## config.mk

```make
export PLATFORM = sky130hd
export DESIGN_NAME = lru_key_value_cache_unit
export DESIGN_NICKNAME = d
export VERILOG_FILES = /design/src/rtl/lkvc_pkg.sv /design/src/rtl/lru_key_value_cache_unit.sv /design/src/rtl/lkvc_cell.sv /design/src/rtl/lkvc_out_buf.sv
export VERILOG_INCLUDE_DIRS = /design/src /design/src/rtl
export SDC_FILE = /design/constraint.sdc
export NUM_CORES = 1
export LEC_CHECK = 0
export BUFFER_PORTS_ARGS = -buffer_cell sky130_fd_sc_hd__buf_2
export CAP_MARGIN = 10
export CORE_MARGIN = 3
export CORE_UTILIZATION = 56
export DETAILED_ROUTE_END_ITERATION = 12
export GPL_ROUTABILITY_DRIVEN = 0
export MAX_ROUTING_LAYER = met4
export PLACE_DENSITY = 0.76
export SYNTH_ARGS = -nofsm -noshare
export SYNTH_HDL_FRONTEND = slang
export SYNTH_SLANG_ARGS = --single-unit
```

## constraint.sdc

```tcl
create_clock -name aclk -period 7.7 [get_ports aclk]
set_input_delay 1.155 -clock aclk [delete_from_list [all_inputs] [get_ports aclk]]
set_output_delay 1.155 -clock aclk [all_outputs]
set_load 0.01 [all_outputs]
```

## src/rtl/lru_key_value_cache_unit_assert.svh

```systemverilog
// Assertion macros shared by the cache RTL modules.
// Depends on nothing; define NO_ASSERTIONS to compile the checks out.
`ifndef LRU_KEY_VALUE_CACHE_UNIT_ASSERT_SVH
`define LRU_KEY_VALUE_CACHE_UNIT_ASSERT_SVH

`ifndef NO_ASSERTIONS

// Clocked check, disabled while the active-low reset is asserted.
`define LKVC_ASSERT_RST(name, clk, rstn, prop, msg) \
    name: assert property (@(posedge clk) disable iff (!rstn) prop) else $error(msg);

// Clocked check that is always on.
`define LKVC_ASSERT(name, clk, prop, msg) \
    name: assert property (@(posedge clk) prop) else $error(msg);

`else

`define LKVC_ASSERT_RST(name, clk, rstn, prop, msg)
`define LKVC_ASSERT(name, clk, prop, msg)

`endif

`endif

```

## src/rtl/lkvc_pkg.sv

```systemverilog
// Types, widths and codes for the LRU key-value cache.
// Used by every module of the cache; depends on nothing.
package lkvc_pkg;

    localparam int MAX_ENTRIES_DEF = 16;
    localparam int KEY_W           = 32;
    localparam int VAL_W           = 31;
    localparam int CAP_W           = 5;

    localparam logic [CAP_W-1:0] CAP_RESET = 5'd16;

    localparam logic CMD_GET = 1'b0;
    localparam logic CMD_PUT = 1'b1;

    typedef struct packed {
        logic                    valid;
        logic signed [KEY_W-1:0] key;
        logic [VAL_W-1:0]        value;
    } entry_t;

    typedef struct packed {
        logic                    hit_move;
        logic                    insert;
        logic signed [KEY_W-1:0] key;
    } cell_ctl_t;

    typedef struct packed {
        logic             hit;
        logic [VAL_W-1:0] read_value;
    } result_t;

endpackage

```

## src/rtl/lru_key_value_cache_unit.sv

```systemverilog
// LRU key-value cache top level: a chain of recency cells, slot 0 most recent.
// Throughput: one request per cycle while s_ready is high.
// Timing is set by one key compare across all cells plus the shift into each cell.
// Up to two get results are buffered before s_ready drops.
// Reset (aresetn, synchronous): store empty, capacity 16, no clearing pass.
// Depends on lkvc_pkg, lkvc_cell, lkvc_out_buf and the assertion macro header.
`include "lru_key_value_cache_unit_assert.svh"
module lru_key_value_cache_unit import lkvc_pkg::*; #(
    parameter int MAX_ENTRIES = MAX_ENTRIES_DEF
) (
    input  logic                    aclk,
    input  logic                    aresetn,
    input  logic                    cfg_we,
    input  logic [CAP_W-1:0]        cfg_wdata,
    input  logic                    s_valid,
    output logic                    s_ready,
    input  logic                    s_cmd,
    input  logic signed [KEY_W-1:0] s_key,
    input  logic [VAL_W-1:0]        s_value,
    output logic                    m_valid,
    input  logic                    m_ready,
    output logic                    m_hit,
    output logic [VAL_W-1:0]        m_read_value
);

    localparam int CNT_W = $clog2(MAX_ENTRIES + 1);
    localparam int CMP_W = (CNT_W > CAP_W) ? CNT_W : CAP_W;

    logic [CAP_W-1:0] cap_cfg_reg;
    logic [CNT_W-1:0] cnt_reg, cnt_next;
    logic [CMP_W-1:0] cap_ext, max_ext, eff_ext;
    logic [CNT_W-1:0] eff_cap;

    logic             accept;
    logic             hit;
    logic [VAL_W-1:0] hit_value;
    cell_ctl_t        ctl;
    entry_t           front;
    result_t          res;
    result_t          out_data;

    entry_t           entries [MAX_ENTRIES];
    logic             seen    [MAX_ENTRIES+1];
    logic [VAL_W-1:0] rd      [MAX_ENTRIES+1];
    logic [MAX_ENTRIES-1:0] match_vec;
    logic [MAX_ENTRIES-1:0] valid_vec;

    assign cap_ext = CMP_W'(cap_cfg_reg);
    assign max_ext = CMP_W'(MAX_ENTRIES);
    assign eff_ext = (cap_ext == '0) ? CMP_W'(1) : ((cap_ext > max_ext) ? max_ext : cap_ext);
    assign eff_cap = CNT_W'(eff_ext);

    assign accept    = s_valid && s_ready;
    assign seen[0]   = 1'b0;
    assign rd[0]     = '0;
    assign hit       = seen[MAX_ENTRIES];
    assign hit_value = rd[MAX_ENTRIES];

    assign ctl.hit_move = accept && hit;
    assign ctl.insert   = accept && (s_cmd == CMD_PUT) && !hit;
    assign ctl.key      = s_key;

    assign front.valid = 1'b1;
    assign front.key   = s_key;
    assign front.value = (s_cmd == CMD_PUT) ? s_value : hit_value;

    genvar gi;
    generate
        for (gi = 0; gi < MAX_ENTRIES; gi++) begin : g_cell
            lkvc_cell #(
                .MAX_ENTRIES (MAX_ENTRIES),
                .INDEX       (gi)
            ) u_cell (
                .aclk     (aclk),
                .aresetn  (aresetn),
                .ctl      (ctl),
                .cap      (eff_cap),
                .front    (front),
                .prev     ((gi == 0) ? front : entries[(gi == 0) ? 0 : gi-1]),
                .seen_in  (seen[gi]),
                .rd_in    (rd[gi]),
                .entry    (entries[gi]),
                .match    (match_vec[gi]),
                .seen_out (seen[gi+1]),
                .rd_out   (rd[gi+1])
            );
            assign valid_vec[gi] = entries[gi].valid;
        end
    endgenerate

    always_comb begin
        cnt_next = cnt_reg;
        if (ctl.insert) begin
            cnt_next = (cnt_reg >= eff_cap) ? eff_cap : CNT_W'(cnt_reg + 1'b1);
        end
    end

    always_ff @(posedge aclk) begin
        if (!aresetn) begin
            cnt_reg     <= '0;
            cap_cfg_reg <= CAP_RESET;
        end else begin
            cnt_reg <= cnt_next;
            if (cfg_we) begin
                cap_cfg_reg <= cfg_wdata;
            end
        end
    end

    assign res.hit        = hit;
    assign res.read_value = hit_value;

    lkvc_out_buf u_out_buf (
        .aclk      (aclk),
        .aresetn   (aresetn),
        .push      (accept && (s_cmd == CMD_GET)),
        .push_data (res),
        .room      (s_ready),
        .m_valid   (m_valid),
        .m_ready   (m_ready),
        .m_data    (out_data)
    );

    assign m_hit        = out_data.hit;
    assign m_read_value = out_data.read_value;

    `LKVC_ASSERT_RST(a_count_matches_valid, aclk, aresetn, $countones(valid_vec) == int'(cnt_reg), "entry count disagrees with valid cells")
    `LKVC_ASSERT_RST(a_valid_packed, aclk, aresetn, (valid_vec & (valid_vec + 1'b1)) == '0, "valid entries not packed at the recent end")
    `LKVC_ASSERT_RST(a_key_unique, aclk, aresetn, $onehot0(match_vec), "key held in more than one cell")
    `LKVC_ASSERT_RST(a_get_gives_result, aclk, aresetn, (accept && (s_cmd == CMD_GET)) |=> m_valid, "get request produced no result")

endmodule

```

## src/rtl/lkvc_cell.sv

```systemverilog
// One recency slot of the cache: holds an entry, compares it to the request key
// and shifts from its younger neighbor. Depends on lkvc_pkg.
module lkvc_cell import lkvc_pkg::*; #(
    parameter int MAX_ENTRIES = MAX_ENTRIES_DEF,
    parameter int INDEX       = 0,
    localparam int CNT_W      = $clog2(MAX_ENTRIES + 1)
) (
    input  logic             aclk,
    input  logic             aresetn,
    input  cell_ctl_t        ctl,
    input  logic [CNT_W-1:0] cap,
    input  entry_t           front,
    input  entry_t           prev,
    input  logic             seen_in,
    input  logic [VAL_W-1:0] rd_in,
    output entry_t           entry,
    output logic             match,
    output logic             seen_out,
    output logic [VAL_W-1:0] rd_out
);

    logic                    valid_reg, valid_next;
    logic signed [KEY_W-1:0] key_reg, key_next;
    logic [VAL_W-1:0]        val_reg, val_next;

    assign match    = valid_reg && (key_reg == ctl.key);
    assign seen_out = seen_in | match;
    assign rd_out   = rd_in | (match ? val_reg : '0);
    assign entry    = '{valid: valid_reg, key: key_reg, value: val_reg};

    always_comb begin
        valid_next = valid_reg;
        key_next   = key_reg;
        val_next   = val_reg;
        if (INDEX == 0) begin
            if (ctl.hit_move || ctl.insert) begin
                valid_next = front.valid;
                key_next   = front.key;
                val_next   = front.value;
            end
        end else if ((ctl.hit_move && !seen_in) ||
                     (ctl.insert && (CNT_W'(INDEX) < cap))) begin
            valid_next = prev.valid;
            key_next   = prev.key;
            val_next   = prev.value;
        end else if (ctl.insert) begin
            valid_next = 1'b0;
        end
    end

    always_ff @(posedge aclk) begin
        if (!aresetn) begin
            valid_reg <= 1'b0;
        end else begin
            valid_reg <= valid_next;
        end
    end

    always_ff @(posedge aclk) begin
        key_reg <= key_next;
        val_reg <= val_next;
    end

endmodule

```

## src/rtl/lkvc_out_buf.sv

```systemverilog
// Two-deep result buffer (output register plus skid) for get responses.
// Depends on lkvc_pkg and the assertion macro header.
`include "lru_key_value_cache_unit_assert.svh"
module lkvc_out_buf import lkvc_pkg::*; (
    input  logic    aclk,
    input  logic    aresetn,
    input  logic    push,
    input  result_t push_data,
    output logic    room,
    output logic    m_valid,
    input  logic    m_ready,
    output result_t m_data
);

    logic    main_valid_reg, main_valid_next;
    logic    skid_valid_reg, skid_valid_next;
    result_t main_reg, main_next;
    result_t skid_reg, skid_next;
    logic    pop;

    assign pop     = main_valid_reg && m_ready;
    assign room    = !skid_valid_reg;
    assign m_valid = main_valid_reg;
    assign m_data  = main_reg;

    always_comb begin
        main_valid_next = main_valid_reg;
        skid_valid_next = skid_valid_reg;
        main_next       = main_reg;
        skid_next       = skid_reg;
        if (pop) begin
            if (skid_valid_reg) begin
                main_next       = skid_reg;
                skid_valid_next = 1'b0;
            end else if (push) begin
                main_next = push_data;
            end else begin
                main_valid_next = 1'b0;
            end
        end else if (push) begin
            if (main_valid_reg) begin
                skid_next       = push_data;
                skid_valid_next = 1'b1;
            end else begin
                main_next       = push_data;
                main_valid_next = 1'b1;
            end
        end
    end

    always_ff @(posedge aclk) begin
        if (!aresetn) begin
            main_valid_reg <= 1'b0;
            skid_valid_reg <= 1'b0;
        end else begin
            main_valid_reg <= main_valid_next;
            skid_valid_reg <= skid_valid_next;
        end
    end

    always_ff @(posedge aclk) begin
        main_reg <= main_next;
        skid_reg <= skid_next;
    end

    `LKVC_ASSERT_RST(a_skid_behind_main, aclk, aresetn, skid_valid_reg |-> main_valid_reg, "skid holds a result while the output register is empty")
    `LKVC_ASSERT_RST(a_no_overflow, aclk, aresetn, skid_valid_reg |-> !push, "result pushed into a full buffer")
    `LKVC_ASSERT_RST(a_skid_drains, aclk, aresetn, (skid_valid_reg && m_ready) |=> !skid_valid_reg, "skid not drained after output taken")

endmodule
```

==> run metrics, run 1 <==
status complete, no violations; Fill cells about 5,300; max-slew violation count 0; Crit Path Max Fanout 33; vias in the first global route around 28,000; first-pass GRT wire length ~180,000 um; Ports 108; drt drc 0; Area Growth Syn to Fin 11.2%; power density over the cells 258 nW/um^2; Clock Root Buffer clkbuf_16; CP Class input port to register; max reg flops between 500 and 600; PostCTS Resize Cnt 0; # setup viols final 0; DRT Wirelength roughly 120,000 um; Worst Path Required 8050 ps; unique cell type count in the Yosys netlist 64; Max Freq ~0.18 GHz; CTS Sinks 1,095; Worst-Skew Late Latency 680 ps; Pre-antenna DRT Iters 10; Die Y-Extent 288 um; crit start category input port; area of the mapped netlist 44,400 um^2; initial antenna violation count 1; worst path arrival time between 6000 and 7000 ps; die width 288 um; actual slew at the worst max-slew pin around 1200 ps; Core Rows slightly above 100; Slowest-stage cell, CP nor2_1; final hold vios 0; largest net degree at the start of global routing 69; critical path endpoint category register; Max stage delay on crit path a little over 1000 ps; ys async rst share 0%; TritonCTS buffer count 105; antenna viol nets, final 0; H-Tree Level Count 3; period utilization 73.6%; grt ovf 0; placed cells about 3,900; Layout Nets about 3,000; worst ir drop on vdd ~0.19 mV; vias between 20,000 and 30,000; Hold Crit Class register to register; synth warn 0; Iteration-0 DRC Markers around 3,700; Post-Synthesis Net Count ~2,900; Starting Density 57.0%; LEAKAGE approximately 16 nW; Final min period 5670 ps; Main synth FF type edfxtp_1; CP Cell Sequence buf_2 > xnor2_1 > nand4b_1 > nor4_1 > and4_1 > a2111oi_2 > nand4_1 > nor2_1 > a21oi_1 > inv_2 > buf_12; post-synthesis instance total ~2,800; hold_buf cts 0; relative slew slack 19.6%; mean area per synthesized cell 15.8 um^2; gr usage total 30.4%; Power, Total between 10 and 15 mW; port bufs ~110; routed len/inst about 30 um; Die Footprint between 80,000 and 90,000 um^2; Vias/cell just under 7; clock-pin slew of the registers on the worst-case setup and hold paths 60 ps; Clock Skew between 30 and 40 ps; Yosys reg bits 1,095; area of the core between 70,000 and 80,000 um^2; dpl hpwl 78,500 um; Cell Count, Final, Fillers Out approximately 4,000; Max Cap Viol 0; register area share after synthesis 73.5%; RSZ-0062 raised after global routing false; layout cell share with drive strength beyond 1 a little under an eighth; Post-synth EDFFs between 1,000 and 1,500; post-CTS setup buffer count 0; CTS tree built; Clock Path Buffers 3
## kinds of logic after synthesis
| kind of cell | synth area share (%) |
|---|---|
| mux | 0.115 |
| flops | 73.5 |
| simple gates | 8.16 |
| xor+xnor | 10.0 |
| buf+inv | 2.13 |
| compound gates | 6.08 |
## worst paths after layout
kind	start	end	slack [ps]	cells past startpoint
worst max-delay path	s_key[28]	g_cell[13].u_cell.val_reg[4]$_DFFE_PP_	2030	11
worst min-delay path	g_cell[10].u_cell.val_reg[6]$_DFFE_PP_	g_cell[11].u_cell.val_reg[6]$_DFFE_PP_	450	0
worst max register to register	g_cell[11].u_cell.key_reg[4]$_DFFE_PP_	g_cell[13].u_cell.val_reg[4]$_DFFE_PP_	2700	10
worst min register to register	g_cell[10].u_cell.val_reg[6]$_DFFE_PP_	g_cell[11].u_cell.val_reg[6]$_DFFE_PP_	450	0
## stage by stage
stage	cell area [um^2]	utilization, %	hold slack [ps]	setup slack [ps]	TNS [ps]
6_report	49400	63.3	449	2030	0
5_1_grt	49400	63.3	457	1920	0
4_1_cts	49400	63.3	449	1750	0
2_1_floorplan	44400	-	426	-618	-77910
3_5_place_dp	46100	59.1	432	1370	0
3_3_place_gp	46100	59.1	429	1640	0
## cell usage in the layout (no fill, tap or decap), types with 36 or more instances in the layout
cell	netlist	layout
nor4_1	95	92
edfxtp_1	1072	1072
clkbuf_16	0	106
xor2_1	204	204
buf_4	37	36
nand4_1	155	155
nand2_1	54	52
xnor2_1	304	304
nand3_1	69	68
inv_1	48	43
a21oi_1	79	77
a22oi_1	189	188
buf_2	46	107
nor2_1	125	124
## metal layers
layer | GRT usage [%] | up-vias | routed length (um)
met2 | 47.1 | 2278 | 58000
met4 | 14.7 | 0 | 6670
met5 | - | - | 0
met1 | 38.4 | 13500 | 43900
met3 | 6.50 | 488 | 14600
li1 | - | 11200 | -
## critical path, delay by kind of cell
kind | cells | cell delay, ps
buffers and inverters | 3 | 1670
AOI/OAI and AO/OA | 2 | 1100
and+or+nand+nor | 5 | 1790
xor gates and xnor gates | 1 | 230
## area by class of cell
class,count,area [um^2],area share [%]
Tap cell,1040,1300,2.63
Timing Repair Buffer,150,946,1.91
Sequential cell,1095,32700,66.1
Clock inverter,53,531,1.07
Multi-Input combinational cell,1522,11000,22.3
Inverter,48,180,0.365
Clock buffer,136,2770,5.60
Antenna cell,1,2.50,0.00507
## power by group
| part | switching (mW) | leakage [nW] | internal, mW |
|---|---|---|---|
| clock network | 2.20 | 1.61 | 2.83 |
| registers | 0.163 | 10.2 | 6.82 |
| logic | 0.521 | 4.19 | 0.206 |
| total | 2.88 | 16.0 | 9.86 |
## synthesized netlist by cell type (all sizes together), types with 3 or more instances
cell | number | area share [%]
edfxtp | 1072 | 72
xnor2 | 304 | 6.0
xor2 | 204 | 4.0
a22oi | 189 | 3.2
nand4 | 155 | 2.2
nor2 | 125 | 1.1
nor4 | 96 | 1.4
buf | 95 | 1.3
a21oi | 79 | 0.89
nand3 | 69 | 0.78
nand2 | 54 | 0.46
inv | 48 | 0.41
clkbuf | 47 | 0.40
a221oi | 30 | 0.59
a22o | 30 | 0.59
dfxtp | 23 | 1.0
nor3 | 22 | 0.28
or4 | 19 | 0.32
nand4b | 18 | 0.35
nand2b | 13 | 0.18
o21ai | 13 | 0.15
and4 | 9 | 0.18
nor4b | 9 | 0.18
or3 | 9 | 0.14
nor4bb | 7 | 0.16
or4b | 6 | 0.14
or2 | 5 | 0.070
a211o | 4 | 0.079
mux2i | 4 | 0.090
o2111ai | 4 | 0.079
a31oi | 3 | 0.042
a32oi | 3 | 0.059
nand4bb | 3 | 0.087
o22ai | 3 | 0.042
o31ai | 3 | 0.051
o32ai | 3 | 0.059
or4bb | 3 | 0.076
(Power assumes the default switching activity.)
==> run 2: changes to the inputs <==
- clock period: 7.7 -> 5.1 ns (I/O delays scaled with it)
==> run 2 against run 1 <==
Effect of this change:
- worst setup slack got worse by 1500 ps
- non-clock buffer count increased by 71
- clock skew is 8.3 ps lower
- clock power grew 63%
- first-iteration DRC count is 7.4% lower
==> run metrics, run 2 (synthesis results as in run 1) <==
layout cell share with drive strength beyond 1 13.8% (+2.4 points); Die Y-Extent 288 um (unchanged); CP Class input port to register; Final min period ~4500 ps; power density over the cells 395 nW/um^2 (+53%); Final TNS setup 0 ps (unchanged); period utilization around 90%; Layout Nets 3,065 (+2.3%); Final Worst Setup Slack 565 ps (-1470 ps); gr usage total 30.3% (-0.077 points); Clock Skew 21.9 ps (-8.29 ps); Top delay family on crit path simple AND/OR/NAND/NOR gates; Clock Path Buffers 3 (unchanged); clock-pin slew of the registers on the worst-case setup and hold paths 60 ps (about the same); Worst Path Required 5430 ps (-2620 ps); Slowest-stage cell, CP nor2_4; critical path endpoint category register; Core Rows 102 (unchanged); first-pass GRT wire length 179,000 um (about the same); Most common cell on crit path nor4_1; Area Growth Syn to Fin 13.5%; routed len/inst 29.6 um (-2.7%); CP Cell Sequence buf_2 > xor2_1 > or4_1 > nor4_1 > and4_2 > nor4_1 > nand4bb_2 > nor4_1 > a21oi_1 > nor2_4 > buf_12; Max stage delay on crit path 740 ps (-270 ps); # setup viols final 0 (unchanged); antenna viol nets, final 0 (unchanged); vias in the first global route 28,700 (+3.9%); initial antenna violation count 0 (-1); Ports 108 (unchanged); RSZ-0062 raised after global routing false; CTS Sinks 1,095 (unchanged); Hold Crit Class input port to register; Pre-antenna DRT Iters 8 (-2); worst path arrival time 4870 ps (-1140 ps); Crit Path Max Fanout 34 (+3.0%); pre-CTS setup slack -155 ps (-1520 ps); largest net degree at the start of global routing 68 (-1.4%); die width 288 um (unchanged); R2R Setup Slk 710 ps (-1990 ps); worst ir drop on vdd 0.335 mV (+76%); most frequent cells in the layout 1,072 x edfxtp_1, 304 x xnor2_1, 204 x xor2_1; Power, Total 19.9 mW (+56%); TritonCTS buffer count 103 (-1.9%); Clock Root Buffer clkbuf_16; actual slew at the worst max-slew pin 1170 ps (-32.7 ps); DRT Wirelength 122,000 um (-0.87%); crit start category input port; Max Cap Viol 0 (unchanged); relative slew slack 21.0% (+1.4 points); number of buffers and inverters on the critical path 2 (-1); port bufs 107 (unchanged); CTS tree built; Worst-Skew Late Latency 660 ps (-20 ps); LEAKAGE 16.5 nW (+3.4%); Max Freq between 0.2 and 0.25 GHz; vias 27,500 (+0.45%); dpl hpwl 79,600 um (+1.4%); grt ovf 0 (unchanged); drt drc 0 (unchanged); ANT cells 0 (-1); hold_buf cts 0 (unchanged); post-CTS setup buffer count 0 (unchanged); status complete, no violations; H-Tree Level Count 3 (unchanged); WHS 343 ps (-106 ps); final hold vios 0 (unchanged); Die Footprint 82,700 um^2 (unchanged); Vias/cell 6.67 (-1.4%); max reg flops 512 (unchanged); area of the core 78,000 um^2 (unchanged); PostCTS Resize Cnt 0 (unchanged); max-slew violation count 0 (unchanged); Iteration-0 DRC Markers 3,421 (-7.4%); commonest non-fill, non-tap cell in the layout edfxtp_1; Starting Density 57.0% (unchanged)
==> run 2: changes by cell type in the layout (fill, tap and decap cells not counted), moves of 2 or more <==
cell        before  now
bufinv_16        9   20
clkbuf_1        30   19
clkinvlp_4       3    5
clkinv_4         0    2
clkinv_1        15   17
clkbuf_8         0    2
clkinv_8         3    1
buf_12           7   23
buf_4           36   90
==> run 2: through the flow <==
stage | utilization (%) | cells | cell area [um^2]
floorplan | - | 2807 | 44500
global placement | 60.0 | 3925 | 46800
detailed placement | 60.0 | 3925 | 46800
CTS | 64.7 | 4119 | 50400
global route | 64.7 | 4120 | 50400
finish | 64.7 | 4120 | 50400
==> run 2: where the power goes <==
group,internal (mW),switching [mW],leakage (nW),total (mW)
registers,10.3,0.225,10.2,10.5
clock network,4.85,3.34,1.76,8.19
logic,0.367,0.831,4.59,1.20
total,15.5,4.40,16.5,19.9
==> run 2: worst min-delay path, stage by stage <==
cell and delay [ps]:
buf_2 80, nand2_1 50, o211ai_1 70
==> run 2: cell type report <==
type | count | area (um^2)
Multi-Input combinational cell | 1522 | 11000
Clock inverter | 67 | 857
Tap cell | 1040 | 1300
Timing Repair Buffer | 221 | 1680
Inverter | 48 | 180
Fill cell | 5044 | 27500
Sequential cell | 1095 | 32700
Clock buffer | 127 | 2750
==> run 2: worst paths after layout <==
check                                           from                                 endpoint  depth (start not counted)
max                                         s_key[6]   g_cell[3].u_cell.val_reg[23]$_DFFE_PP_                         11
min                                     cfg_wdata[4]              cap_cfg_reg[4]$_SDFFE_PN1P_                          3
max reg2reg    g_cell[8].u_cell.key_reg[6]$_DFFE_PP_   g_cell[3].u_cell.val_reg[23]$_DFFE_PP_                         10
min reg2reg  g_cell[11].u_cell.val_reg[26]$_DFFE_PP_  g_cell[12].u_cell.val_reg[26]$_DFFE_PP_                          0
==> run 2: metal layers <==
layer  track usage [%]  wire length [um]  vias up
li1                  -                 -    11300
met1              36.1             41800    13300
met2              48.0             58500     2288
met3              6.07             13500      603
met4              18.3              8200        0
met5                 -                 0        -
